==> config.mk <==
export PLATFORM = sky130hd
export DESIGN_NAME = gyro_frame_rate_target
export DESIGN_NICKNAME = d
export VERILOG_FILES = /design/src/rtl/core/gfrt_pkg.sv /design/src/rtl/core/gyro_frame_rate_target.sv /design/src/rtl/core/gfrt_parse.sv /design/src/rtl/core/gfrt_queue.sv /design/src/rtl/core/gfrt_leak.sv
export SDC_FILE = /design/constraint.sdc
export NUM_CORES = 1
export LEC_CHECK = 0
export BUFFER_PORTS_ARGS = -buffer_cell sky130_fd_sc_hd__buf_2
export CAP_MARGIN = 40
export CORE_MARGIN = 2
export CORE_UTILIZATION = 57
export CTS_BUF_LIST = sky130_fd_sc_hd__clkbuf_2 sky130_fd_sc_hd__clkbuf_4 sky130_fd_sc_hd__clkbuf_8
export DETAILED_ROUTE_END_ITERATION = 6
export PLACE_DENSITY = 0.79
export SYNTH_ARGS = -nofsm -noshare
export SYNTH_HDL_FRONTEND = slang
export SYNTH_SLANG_ARGS = --single-unit
export TNS_END_PERCENT = 10
==> constraint.sdc <==
create_clock -name clk -period 15.2 [get_ports clk]
set_input_delay 1.52 -clock clk [delete_from_list [all_inputs] [get_ports clk]]
set_output_delay 1.52 -clock clk [all_outputs]
set_load 0.02 [all_outputs]
==> src/rtl/core/gfrt_pkg.sv <==
`timescale 1ns / 1ps

package gfrt_pkg;

    localparam int ByteW       = 8;
    localparam int SampleW     = 16;
    localparam int AccW        = 26;
    localparam int SpeedW      = 13;
    localparam int LimitW      = 12;
    localparam int LeakShift   = 8;
    localparam int TargetShift = 12;
    localparam int CfgIdxW     = 2;
    localparam int CfgDataW    = 16;
    localparam int InDataW     = 8;
    localparam int OutDataW    = 32;

    // Frame delimiter characters.
    localparam logic [ByteW-1:0] CHAR_Y       = 8'h79;
    localparam logic [ByteW-1:0] CHAR_COMMA   = 8'h2C;
    localparam logic [ByteW-1:0] CHAR_Z       = 8'h7A;
    localparam logic [ByteW-1:0] CHAR_NEWLINE = 8'h0A;

    // Register reset values.
    localparam logic signed [SampleW-1:0] Y_OFFSET_RESET = -16'sd89;
    localparam logic signed [SampleW-1:0] Z_OFFSET_RESET = 16'sd218;
    localparam logic [LimitW-1:0]         LIMIT_RESET    = 12'd80;

    typedef enum logic [CfgIdxW-1:0] {
        CFG_Y_OFFSET  = 2'd0,
        CFG_Z_OFFSET  = 2'd1,
        CFG_RPM_LIMIT = 2'd2
    } cfg_index_t;

    typedef enum logic [2:0] {
        PARSE_IDLE    = 3'd0,
        PARSE_Y_HI    = 3'd1,
        PARSE_Y_LO    = 3'd2,
        PARSE_COMMA   = 3'd3,
        PARSE_Z       = 3'd4,
        PARSE_Z_HI    = 3'd5,
        PARSE_Z_LO    = 3'd6,
        PARSE_NEWLINE = 3'd7
    } parse_state_t;

    typedef struct packed {
        logic signed [SampleW-1:0] y_sample;
        logic signed [SampleW-1:0] z_sample;
    } frame_t;

    typedef struct packed {
        logic signed [SampleW-1:0] y_offset;
        logic signed [SampleW-1:0] z_offset;
        logic [LimitW-1:0]         rpm_limit;
    } cfg_t;

    // Handshake between the frame queue and its neighbors.
    typedef struct packed {
        logic full;
        logic valid;
    } queue_status_t;

endpackage

==> src/rtl/core/gyro_frame_rate_target.sv <==
`timescale 1ns / 1ps

// Channel     Direction  Handshake                    Payload
// s_axis      in         s_axis_tvalid/s_axis_tready  tdata[7:0] rx_byte
// m_axis      out        m_axis_tvalid/m_axis_tready  tdata[12:0] y, [25:13] z speeds
// cfg         in         cfg_we (no ready)            cfg_index, cfg_wdata
//
// One received byte is taken every cycle while the frame queue has room.
// The closing newline writes the frame into the queue; a pop then updates the
// accumulators, and when the middle stage advances the clamped result is
// registered into the output register and offered.
// Reset clears the parser, queue, accumulators and valid flags and reloads the config.
// A stalled output holds the back end; the parser keeps taking bytes until
// two finished frames wait in the queue.

module gyro_frame_rate_target (
    input  logic                              clk,
    input  logic                              rst_n,
    input  logic                              s_axis_tvalid,
    output logic                              s_axis_tready,
    // [7:0] rx_byte
    input  logic [gfrt_pkg::InDataW-1:0]      s_axis_tdata,
    output logic                              m_axis_tvalid,
    input  logic                              m_axis_tready,
    // [12:0] y_target_speed, [25:13] z_target_speed, [31:26] zero
    output logic [gfrt_pkg::OutDataW-1:0]     m_axis_tdata,
    input  logic                              cfg_we,
    input  logic [gfrt_pkg::CfgIdxW-1:0]      cfg_index,
    input  logic [gfrt_pkg::CfgDataW-1:0]     cfg_wdata
);
    import gfrt_pkg::*;

    // Configuration registers; bits above a register's width are dropped.
    cfg_t cfg_reg;

    always_ff @(posedge clk or negedge rst_n)
    begin
        if (!rst_n)
        begin
            cfg_reg.y_offset  <= Y_OFFSET_RESET;
            cfg_reg.z_offset  <= Z_OFFSET_RESET;
            cfg_reg.rpm_limit <= LIMIT_RESET;
        end
        else if (cfg_we)
        begin
            case (cfg_index)
                CFG_Y_OFFSET:  cfg_reg.y_offset  <= $signed(cfg_wdata);
                CFG_Z_OFFSET:  cfg_reg.z_offset  <= $signed(cfg_wdata);
                CFG_RPM_LIMIT: cfg_reg.rpm_limit <= cfg_wdata[LimitW-1:0];
                default:       ;
            endcase
        end
    end

    // Front end: frame parser. It pushes one complete frame per newline.
    logic          push;
    frame_t        push_frame;
    frame_t        q_frame;
    logic          pop;
    queue_status_t q_status;

    gfrt_parse u_parse (
        .clk        (clk),
        .rst_n      (rst_n),
        .byte_valid (s_axis_tvalid),
        .byte_ready (s_axis_tready),
        .rx_byte    (s_axis_tdata[ByteW-1:0]),
        .queue_full (q_status.full),
        .push       (push),
        .push_frame (push_frame)
    );

    // Two-entry queue that decouples the parser from the integrators.
    gfrt_queue u_queue (
        .clk        (clk),
        .rst_n      (rst_n),
        .push       (push),
        .push_frame (push_frame),
        .pop        (pop),
        .pop_frame  (q_frame),
        .status     (q_status)
    );

    // Back end: leaky integrators, then clamp and negate into the output register.
    logic signed [SpeedW-1:0] y_speed;
    logic signed [SpeedW-1:0] z_speed;

    gfrt_leak u_leak (
        .clk            (clk),
        .rst_n          (rst_n),
        .cfg            (cfg_reg),
        .q_status       (q_status),
        .q_frame        (q_frame),
        .pop            (pop),
        .out_valid      (m_axis_tvalid),
        .out_ready      (m_axis_tready),
        .y_target_speed (y_speed),
        .z_target_speed (z_speed)
    );

    assign m_axis_tdata = {{(OutDataW - 2*SpeedW){1'b0}}, z_speed, y_speed};

endmodule

==> src/rtl/core/gfrt_parse.sv <==
`timescale 1ns / 1ps

module gfrt_parse (
    input  logic                     clk,
    input  logic                     rst_n,
    input  logic                     byte_valid,
    output logic                     byte_ready,
    input  logic [gfrt_pkg::ByteW-1:0] rx_byte,
    input  logic                     queue_full,
    output logic                     push,
    output gfrt_pkg::frame_t         push_frame
);
    import gfrt_pkg::*;

    parse_state_t             state_reg, state_next;
    logic signed [SampleW-1:0] y_sample_reg, y_sample_next;
    logic signed [SampleW-1:0] z_sample_reg, z_sample_next;
    logic                      take;

    assign byte_ready = !queue_full;
    assign take       = byte_valid && byte_ready;

    always_ff @(posedge clk or negedge rst_n)
    begin
        if (!rst_n)
        begin
            state_reg    <= PARSE_IDLE;
            y_sample_reg <= '0;
            z_sample_reg <= '0;
        end
        else
        begin
            state_reg    <= state_next;
            y_sample_reg <= y_sample_next;
            z_sample_reg <= z_sample_next;
        end
    end

    // Bytes of a sample arrive high byte first, so each shifts in from the right.
    always_comb
    begin
        state_next    = state_reg;
        y_sample_next = y_sample_reg;
        z_sample_next = z_sample_reg;
        push          = 1'b0;
        if (take)
        begin
            case (state_reg)
                PARSE_IDLE:
                    state_next = (rx_byte == CHAR_Y) ? PARSE_Y_HI : PARSE_IDLE;
                PARSE_Y_HI:
                begin
                    y_sample_next = {{(SampleW-ByteW){1'b0}}, rx_byte};
                    state_next    = PARSE_Y_LO;
                end
                PARSE_Y_LO:
                begin
                    y_sample_next = {y_sample_reg[ByteW-1:0], rx_byte};
                    state_next    = PARSE_COMMA;
                end
                PARSE_COMMA:
                    state_next = (rx_byte == CHAR_COMMA) ? PARSE_Z : PARSE_IDLE;
                PARSE_Z:
                    state_next = (rx_byte == CHAR_Z) ? PARSE_Z_HI : PARSE_IDLE;
                PARSE_Z_HI:
                begin
                    z_sample_next = {{(SampleW-ByteW){1'b0}}, rx_byte};
                    state_next    = PARSE_Z_LO;
                end
                PARSE_Z_LO:
                begin
                    z_sample_next = {z_sample_reg[ByteW-1:0], rx_byte};
                    state_next    = PARSE_NEWLINE;
                end
                default:
                begin
                    push       = (rx_byte == CHAR_NEWLINE);
                    state_next = PARSE_IDLE;
                end
            endcase
        end
    end

    assign push_frame.y_sample = y_sample_reg;
    assign push_frame.z_sample = z_sample_reg;

endmodule

==> src/rtl/core/gfrt_queue.sv <==
`timescale 1ns / 1ps

module gfrt_queue (
    input  logic                      clk,
    input  logic                      rst_n,
    input  logic                      push,
    input  gfrt_pkg::frame_t          push_frame,
    input  logic                      pop,
    output gfrt_pkg::frame_t          pop_frame,
    output gfrt_pkg::queue_status_t   status
);
    import gfrt_pkg::*;

    frame_t     entry_reg [2];
    logic       wr_ptr_reg;
    logic       rd_ptr_reg;
    logic [1:0] count_reg, count_next;

    always_comb
    begin
        count_next = count_reg;
        if (push && !pop)
            count_next = count_reg + 2'd1;
        else if (pop && !push)
            count_next = count_reg - 2'd1;
    end

    always_ff @(posedge clk or negedge rst_n)
    begin
        if (!rst_n)
        begin
            wr_ptr_reg <= 1'b0;
            rd_ptr_reg <= 1'b0;
            count_reg  <= 2'd0;
        end
        else
        begin
            count_reg <= count_next;
            if (push)
                wr_ptr_reg <= !wr_ptr_reg;
            if (pop)
                rd_ptr_reg <= !rd_ptr_reg;
        end
    end

    always_ff @(posedge clk)
    begin
        if (push)
            entry_reg[wr_ptr_reg] <= push_frame;
    end

    assign pop_frame    = entry_reg[rd_ptr_reg];
    assign status.valid = (count_reg != 2'd0);
    assign status.full  = (count_reg == 2'd2);

endmodule

==> src/rtl/core/gfrt_leak.sv <==
`timescale 1ns / 1ps

module gfrt_leak (
    input  logic                        clk,
    input  logic                        rst_n,
    input  gfrt_pkg::cfg_t              cfg,
    input  gfrt_pkg::queue_status_t     q_status,
    input  gfrt_pkg::frame_t            q_frame,
    output logic                        pop,
    output logic                        out_valid,
    input  logic                        out_ready,
    output logic signed [gfrt_pkg::SpeedW-1:0] y_target_speed,
    output logic signed [gfrt_pkg::SpeedW-1:0] z_target_speed
);
    import gfrt_pkg::*;

    localparam int QuotW = AccW - TargetShift;
    localparam int CmpW  = (QuotW > LimitW + 1) ? QuotW + 1 : LimitW + 2;

    logic signed [AccW-1:0]   y_acc_reg, z_acc_reg;
    logic                     mid_valid_reg;
    logic                     out_valid_reg;
    logic signed [SpeedW-1:0] y_speed_reg, z_speed_reg;
    logic                     mid_advance;

    function automatic logic signed [AccW-1:0] leak(
        input logic signed [AccW-1:0]    acc,
        input logic signed [SampleW-1:0] sample,
        input logic signed [SampleW-1:0] offset
    );
        logic signed [AccW-1:0] sum;
        sum = acc + AccW'(sample) - AccW'(offset) - (acc >>> LeakShift);
        return sum;
    endfunction

    function automatic logic signed [SpeedW-1:0] target(
        input logic signed [AccW-1:0] acc,
        input logic [LimitW-1:0]      limit
    );
        logic signed [QuotW-1:0] quot;
        logic signed [CmpW-1:0]  v;
        logic signed [CmpW-1:0]  lim;
        logic signed [CmpW-1:0]  clamped;
        logic signed [CmpW-1:0]  negated;
        quot = acc[AccW-1:TargetShift];
        v    = CmpW'(quot);
        lim  = $signed(CmpW'(limit));
        if (v > lim)
            clamped = lim;
        else if (v < -lim)
            clamped = -lim;
        else
            clamped = v;
        negated = -clamped;
        return negated[SpeedW-1:0];
    endfunction

    assign mid_advance = mid_valid_reg && (!out_valid_reg || out_ready);
    assign pop         = q_status.valid && (!mid_valid_reg || mid_advance);

    always_ff @(posedge clk or negedge rst_n)
    begin
        if (!rst_n)
        begin
            y_acc_reg     <= '0;
            z_acc_reg     <= '0;
            mid_valid_reg <= 1'b0;
            out_valid_reg <= 1'b0;
        end
        else
        begin
            if (pop)
            begin
                y_acc_reg <= leak(y_acc_reg, q_frame.y_sample, cfg.y_offset);
                z_acc_reg <= leak(z_acc_reg, q_frame.z_sample, cfg.z_offset);
            end
            if (pop)
                mid_valid_reg <= 1'b1;
            else if (mid_advance)
                mid_valid_reg <= 1'b0;
            if (mid_advance)
                out_valid_reg <= 1'b1;
            else if (out_ready)
                out_valid_reg <= 1'b0;
        end
    end

    // The accumulators only move on a pop, which never overtakes the frame
    // waiting in the middle stage, so they still hold that frame's values here.
    always_ff @(posedge clk)
    begin
        if (mid_advance)
        begin
            y_speed_reg <= target(y_acc_reg, cfg.rpm_limit);
            z_speed_reg <= target(z_acc_reg, cfg.rpm_limit);
        end
    end

    assign out_valid      = out_valid_reg;
    assign y_target_speed = y_speed_reg;
    assign z_target_speed = z_speed_reg;

endmodule

# --- After elaboration in Yosys (flattened, before gate mapping) ---
# Memories as Yosys holds them, arrays and structs flattened.
# Index checks and enable logic that the tools add are counted.
totals:
  n_memories: 1
  register_bits: 163
  elab_cells: 94
  ramBits: 64
classes:
  n_eq_ne: 13
  reduce_logical: 28
  n_lt_le_gt_ge: 4
  mux: 22
  addsub: 11
mem_list:
  columns: ["memory", "depth", "word_bits", "rd", "rd_clocked_by_memory_dff", "write_ports", "line_no", "rtl"]
  rows:
  - ["u_queue.entry_reg", 2, 32, 1, 0, 1, "gfrt_queue.sv:14", "frame_t entry_reg [2];"]
op_table:
  columns: ["operator", "n"]
  rows:
  - ["$mux 13", 6]
  - ["$pmux 16 s2", 2]
  - ["$add 26x16->26", 2]
  - ["$sub 26x16->26", 2]
  - ["$sub 26x18->26", 2]
  - ["$lt 14x15->1", 2]
  - ["$gt 14x13->1", 2]
  - ["$neg 13->13", 2]
  - ["$pmux 3 s7", 1]
  - ["$eq 8x7->1 const B", 2]
  - ["$neg 12->15", 1]
  - ["$reduce_bool 2->1", 6]
  - ["$reduce_and 2->1", 5]
  - ["$eq 3x3->1 const B", 3]
  - ["$mux 1", 9]
  - ["$eq 8x4->1 const B", 1]
  - ["$eq 8x6->1 const B", 1]
  - ["$logic_not 1->1", 7]
  - ["$reduce_or 7->1", 1]
  - ["$eq 3x2->1 const B", 2]
  - ["$mux 3", 2]
  - ["$logic_and 1x1->1", 5]
  - ["$eq 2x2->1 const B", 2]
  - ["$mux 2", 2]
  - ["other kinds (7)", 8]

# --- Longest topological paths before layout ---
depth:
  word_depth: 8
  ltp_mapped: 22

# --- Cells and area by module ---
# A second synthesis with hierarchy kept.
hier_totals:
  hier_cells: 1481
  hier_area_um2: 15960.3
modules_own_cells:
  columns: ["module", "cells_per_inst", "area_per_inst_um2", "instances"]
  rows:
  - ["gfrt_leak", 1106, 9999.6, 1]
  - ["gfrt_queue", 116, 2651.3, 1]
  - ["gyro_frame_rate_target", 101, 1731.7, 1]
  - ["gfrt_parse", 158, 1577.8, 1]

# --- Worst setup path after synthesis ---
# No wires, ideal clock.
synth_path:
  kind: "register -> register"
  start: "register u_queue.rd_ptr_reg"
  end: "register u_leak.z_acc_reg[21]"
  path_buffers: 2
  slack_ns: 10.357
  required_time_ns: 15.065
  path_stages_with_launch: 21
  t_arrival_ns: 4.708
  path_cell_list: "dfrtp_1 clkbuf_1 clkbuf_1 mux2_2 fa_1 inv_1 fa_1 inv_1 ha_1 a21o_1 a21o_1 a2111oi_0 o31ai_1 o21ai_0 o21ai_0 o21bai_1 o21bai_1 a21o_1 a21oi_1 xor2_1 o21ai_0"
synth_between:
  elab_chain_len: 4
synth_rtl:
  columns: ["element", "line_no", "rtl"]
  rows:
  - ["start, declared", "gfrt_queue.sv:16", "logic rd_ptr_reg;"]
  - ["start signal, assigned", "gfrt_queue.sv:42", "rd_ptr_reg <= !rd_ptr_reg;"]
  - ["$mem_v2 2x32", null, null]
  - ["$add 26x16->26", "gfrt_leak.sv:32", "sum = acc + AccW'(sample) - AccW'(offset) - (acc >>> LeakShift);"]
  - ["$sub 26x16->26", "gfrt_leak.sv:32", null]
  - ["$sub 26x18->26", "gfrt_leak.sv:32", null]
  - ["end signal, assigned", "gfrt_leak.sv:75", "z_acc_reg <= leak(z_acc_reg, q_frame.z_sample, cfg.z_offset);"]
  - ["end, declared", "gfrt_leak.sv:20", "logic signed [AccW-1:0] y_acc_reg, z_acc_reg;"]
# Every way passes these cells.
# A chain may end at the register's enable or synchronous reset.

# --- Worst setup path in the final report ---
layout_path:
  start: "register u_queue.rd_ptr_reg"
  end: "register u_leak.z_acc_reg[25]"
# The elaborated chain is that of the path after synthesis.

==> results.ini <==
[run_status]
outcome=finished clean

[cts]
clock_sinks=227
postCtsResizedCells=0
hold_buffers=0
cts_setup_buffers=0
insertion_delay_ns=0.56
path_clk_slew_ns=0.06
root_buffer=clkbuf_8
cts_max_path_buffers=3
cts_tree=built
numCtsBuffers=39
h-tree-depth=2

[cells_and_area]
area.growth.synth_to_final_pct=9.89
final_cell_mix=nand2_1, inv_1, dfrtp_1, o21ai_0, ha_1
fin_area_um2=16600
nNetsFinal=1699
antenna_cells=0
layout-drive-gt1-share_pct=16.1
final_common_cell=nand2_1
largest_reg_flops=64

[critical_path]
crit_required_ns=15.60
path_max_fanout=19
r2r_cells=19
arrival_ns=6.17
path_class=flop to flop
end_kind=flop
critical_path.startpoint_type=flop

[place]
place_area_um2=15800
dp_hpwl_mm=26.9
io_buffers=58
place_congestion=0.905

[timing]
max_slew_margin_pct=42.4
tns_ns=0
max_freq_mhz=174
tightestPinTransition_ns=0.856
fin_crit_sh_pct=37.9
skew_ns=0.0295
finalHoldViolations=0
maxSlewViolCount=0
fin_crit_ns=5.76
rsz0062_at_grt=false
setup_violations=0
worst_hold_slack_ns=0.464

[die]
core-area_um2=26100
dieHeight_um=167
dieWidth_um=167
initial_core_util_pct=58.1
ioPinCount=65
dieArea_um2=27900
core.rowCount=59

[global_routing]
grt_pass1_wl_mm=57.5
grt_pass1_vias=10820
grt_max_degree=88
track_usage_pct=26.2
grt_overflow=0
antenna_found_initial=0

[detailed_routing]
routed_wl_mm=35.5
via_per_inst=5.77
drc=0
num_vias=10660
drt_iter0_drc=805
drt-pass1-iter-count=5
detail_route.wl_per_cell_um=19.2
drtAntennaViolNets=0

[yosys]
async_flop_share_pct=60.4
synth_area_um2=15100
yosysSeqAreaShare_pct=40.7
ys_seq_elements=227
ys_types=75
ys.flop_type=dfrtp_1
syn_area_per_cell_um2=10.7
syn_inst=1413
ys_warn_count=0
synth_edf_count=90

[run]
drv_cap=0

[hold_path]
hp-class=flop to flop
worstHoldPathCells=0

worst max-delay path, stage by stage (launching register included):
cell and delay (ns):
dfrtp_1 0.78, buf_4 0.42, mux2_2 0.39, fa_1 0.49, inv_1 0.05, fa_1 0.41
inv_1 0.09, ha_1 0.23, a21o_1 0.17, a21o_1 0.21, a2111oi_0 0.57, o31ai_1 0.25
o21ai_0 0.35, o21ai_0 0.21, o21bai_1 0.23, o21ai_0 0.16, o41ai_1 0.33, xnor2_1 0.12
nand2_1 0.07, o21ai_0 0.08
metal layers:
metal	track usage, %	vias to the layer above	part of all wire (%)
li1	-	5086	-
met2	42.1	321	47
met5	0	-	0
met4	9.60	0	3.1
met3	4.37	79	5.9
met1	36.1	5174	44
layout make-up:
cell class,count,area [um2]
Fill cell,2010,9430
Tap cell,335,419
Timing Repair Buffer,73,440
Clock inverter,16,160
Multi-Input combinational cell,1012,8300
Inverter,130,488
Sequential cell,227,6160
Clock buffer,55,669
worst paths after layout:
path	from	to	slack (ns)
worst max-delay path	u_queue.rd_ptr_reg$_DFFE_PN0P_	u_leak.z_acc_reg[25]$_DFFE_PN0P_	9.44
worst min register to register	u_parse.y_sample_reg[13]$_DFFE_PN0P_	u_queue.entry_reg[0][29]$_DFFE_PP_	0.46
max in group asynchronous	rst_n	u_leak.z_acc_reg[13]$_DFFE_PN0P_	12.90
worst max register to register	u_queue.rd_ptr_reg$_DFFE_PN0P_	u_leak.z_acc_reg[25]$_DFFE_PN0P_	9.44
min in group asynchronous	rst_n	u_leak.y_acc_reg[2]$_DFFE_PN0P_	1.03
worst min-delay path	u_parse.y_sample_reg[13]$_DFFE_PN0P_	u_queue.entry_reg[0][29]$_DFFE_PP_	0.46
metrics by stage:
| step | setup WS (ns) | utilization (%) | std cells |
|---|---|---|---|
| 5_1_grt | 8.98 | 63.8 | 1848 |
| 2_1_floorplan | 10.36 | - | 1418 |
| 3_3_place_gp | 9.58 | 60.4 | 1772 |
| 3_5_place_dp | 9.49 | 60.6 | 1777 |
| 6_report | 9.44 | 63.8 | 1848 |
| 4_1_cts | 9.44 | 63.8 | 1848 |
cells in the mapped netlist (4+ instances only):
cell type	n	area (um2)
buf_4	6	45.0
xor2_1	35	307
a21o_1	21	158
nor2b_1	17	106
nand2_1	151	567
o21a_1	13	97.6
fa_1	88	1760
xnor2_1	39	342
mux2_2	62	698
a211oi_1	6	45.0
nor3_1	19	95.1
a221o_1	5	50.1
o21ai_0	101	505
and4_1	5	43.8
a21oi_1	52	260
o2111ai_1	4	35.0
nand3b_1	6	45.0
and2_1	9	56.3
nor4_1	6	37.5
a21boi_0	4	30.0
nand3_1	31	155
ha_1	97	1210
o31ai_1	10	75.1
and3_1	7	43.8
edfxtp_1	90	2700
nor3b_1	4	30.0
o211ai_1	7	52.6
o31a_1	4	35.0
dfstp_2	20	526
nor2_1	68	255
nand2b_1	12	75.1
or3_1	7	43.8
nand4_1	5	31.3
dfrtp_1	117	2930
o22ai_1	9	56.3
inv_1	129	484
a31oi_1	8	50.1
o21bai_1	4	30.0
buf_2	4	20.0
clkbuf_1	35	131
mux2i_1	37	370
cell families after synthesis:
kind of cell	share of synthesized area (%)
simple gates	12.0
compound gates	11.6
flops	40.7
fa+ha+maj	19.7
buf+inv	4.67
mux	7.06
xor+xnor	4.28
other cells	0.0248
Power is left out: the tool's default activity adds up to more than one toggle a clock period on the data nets, which glitch-free logic cannot reach.
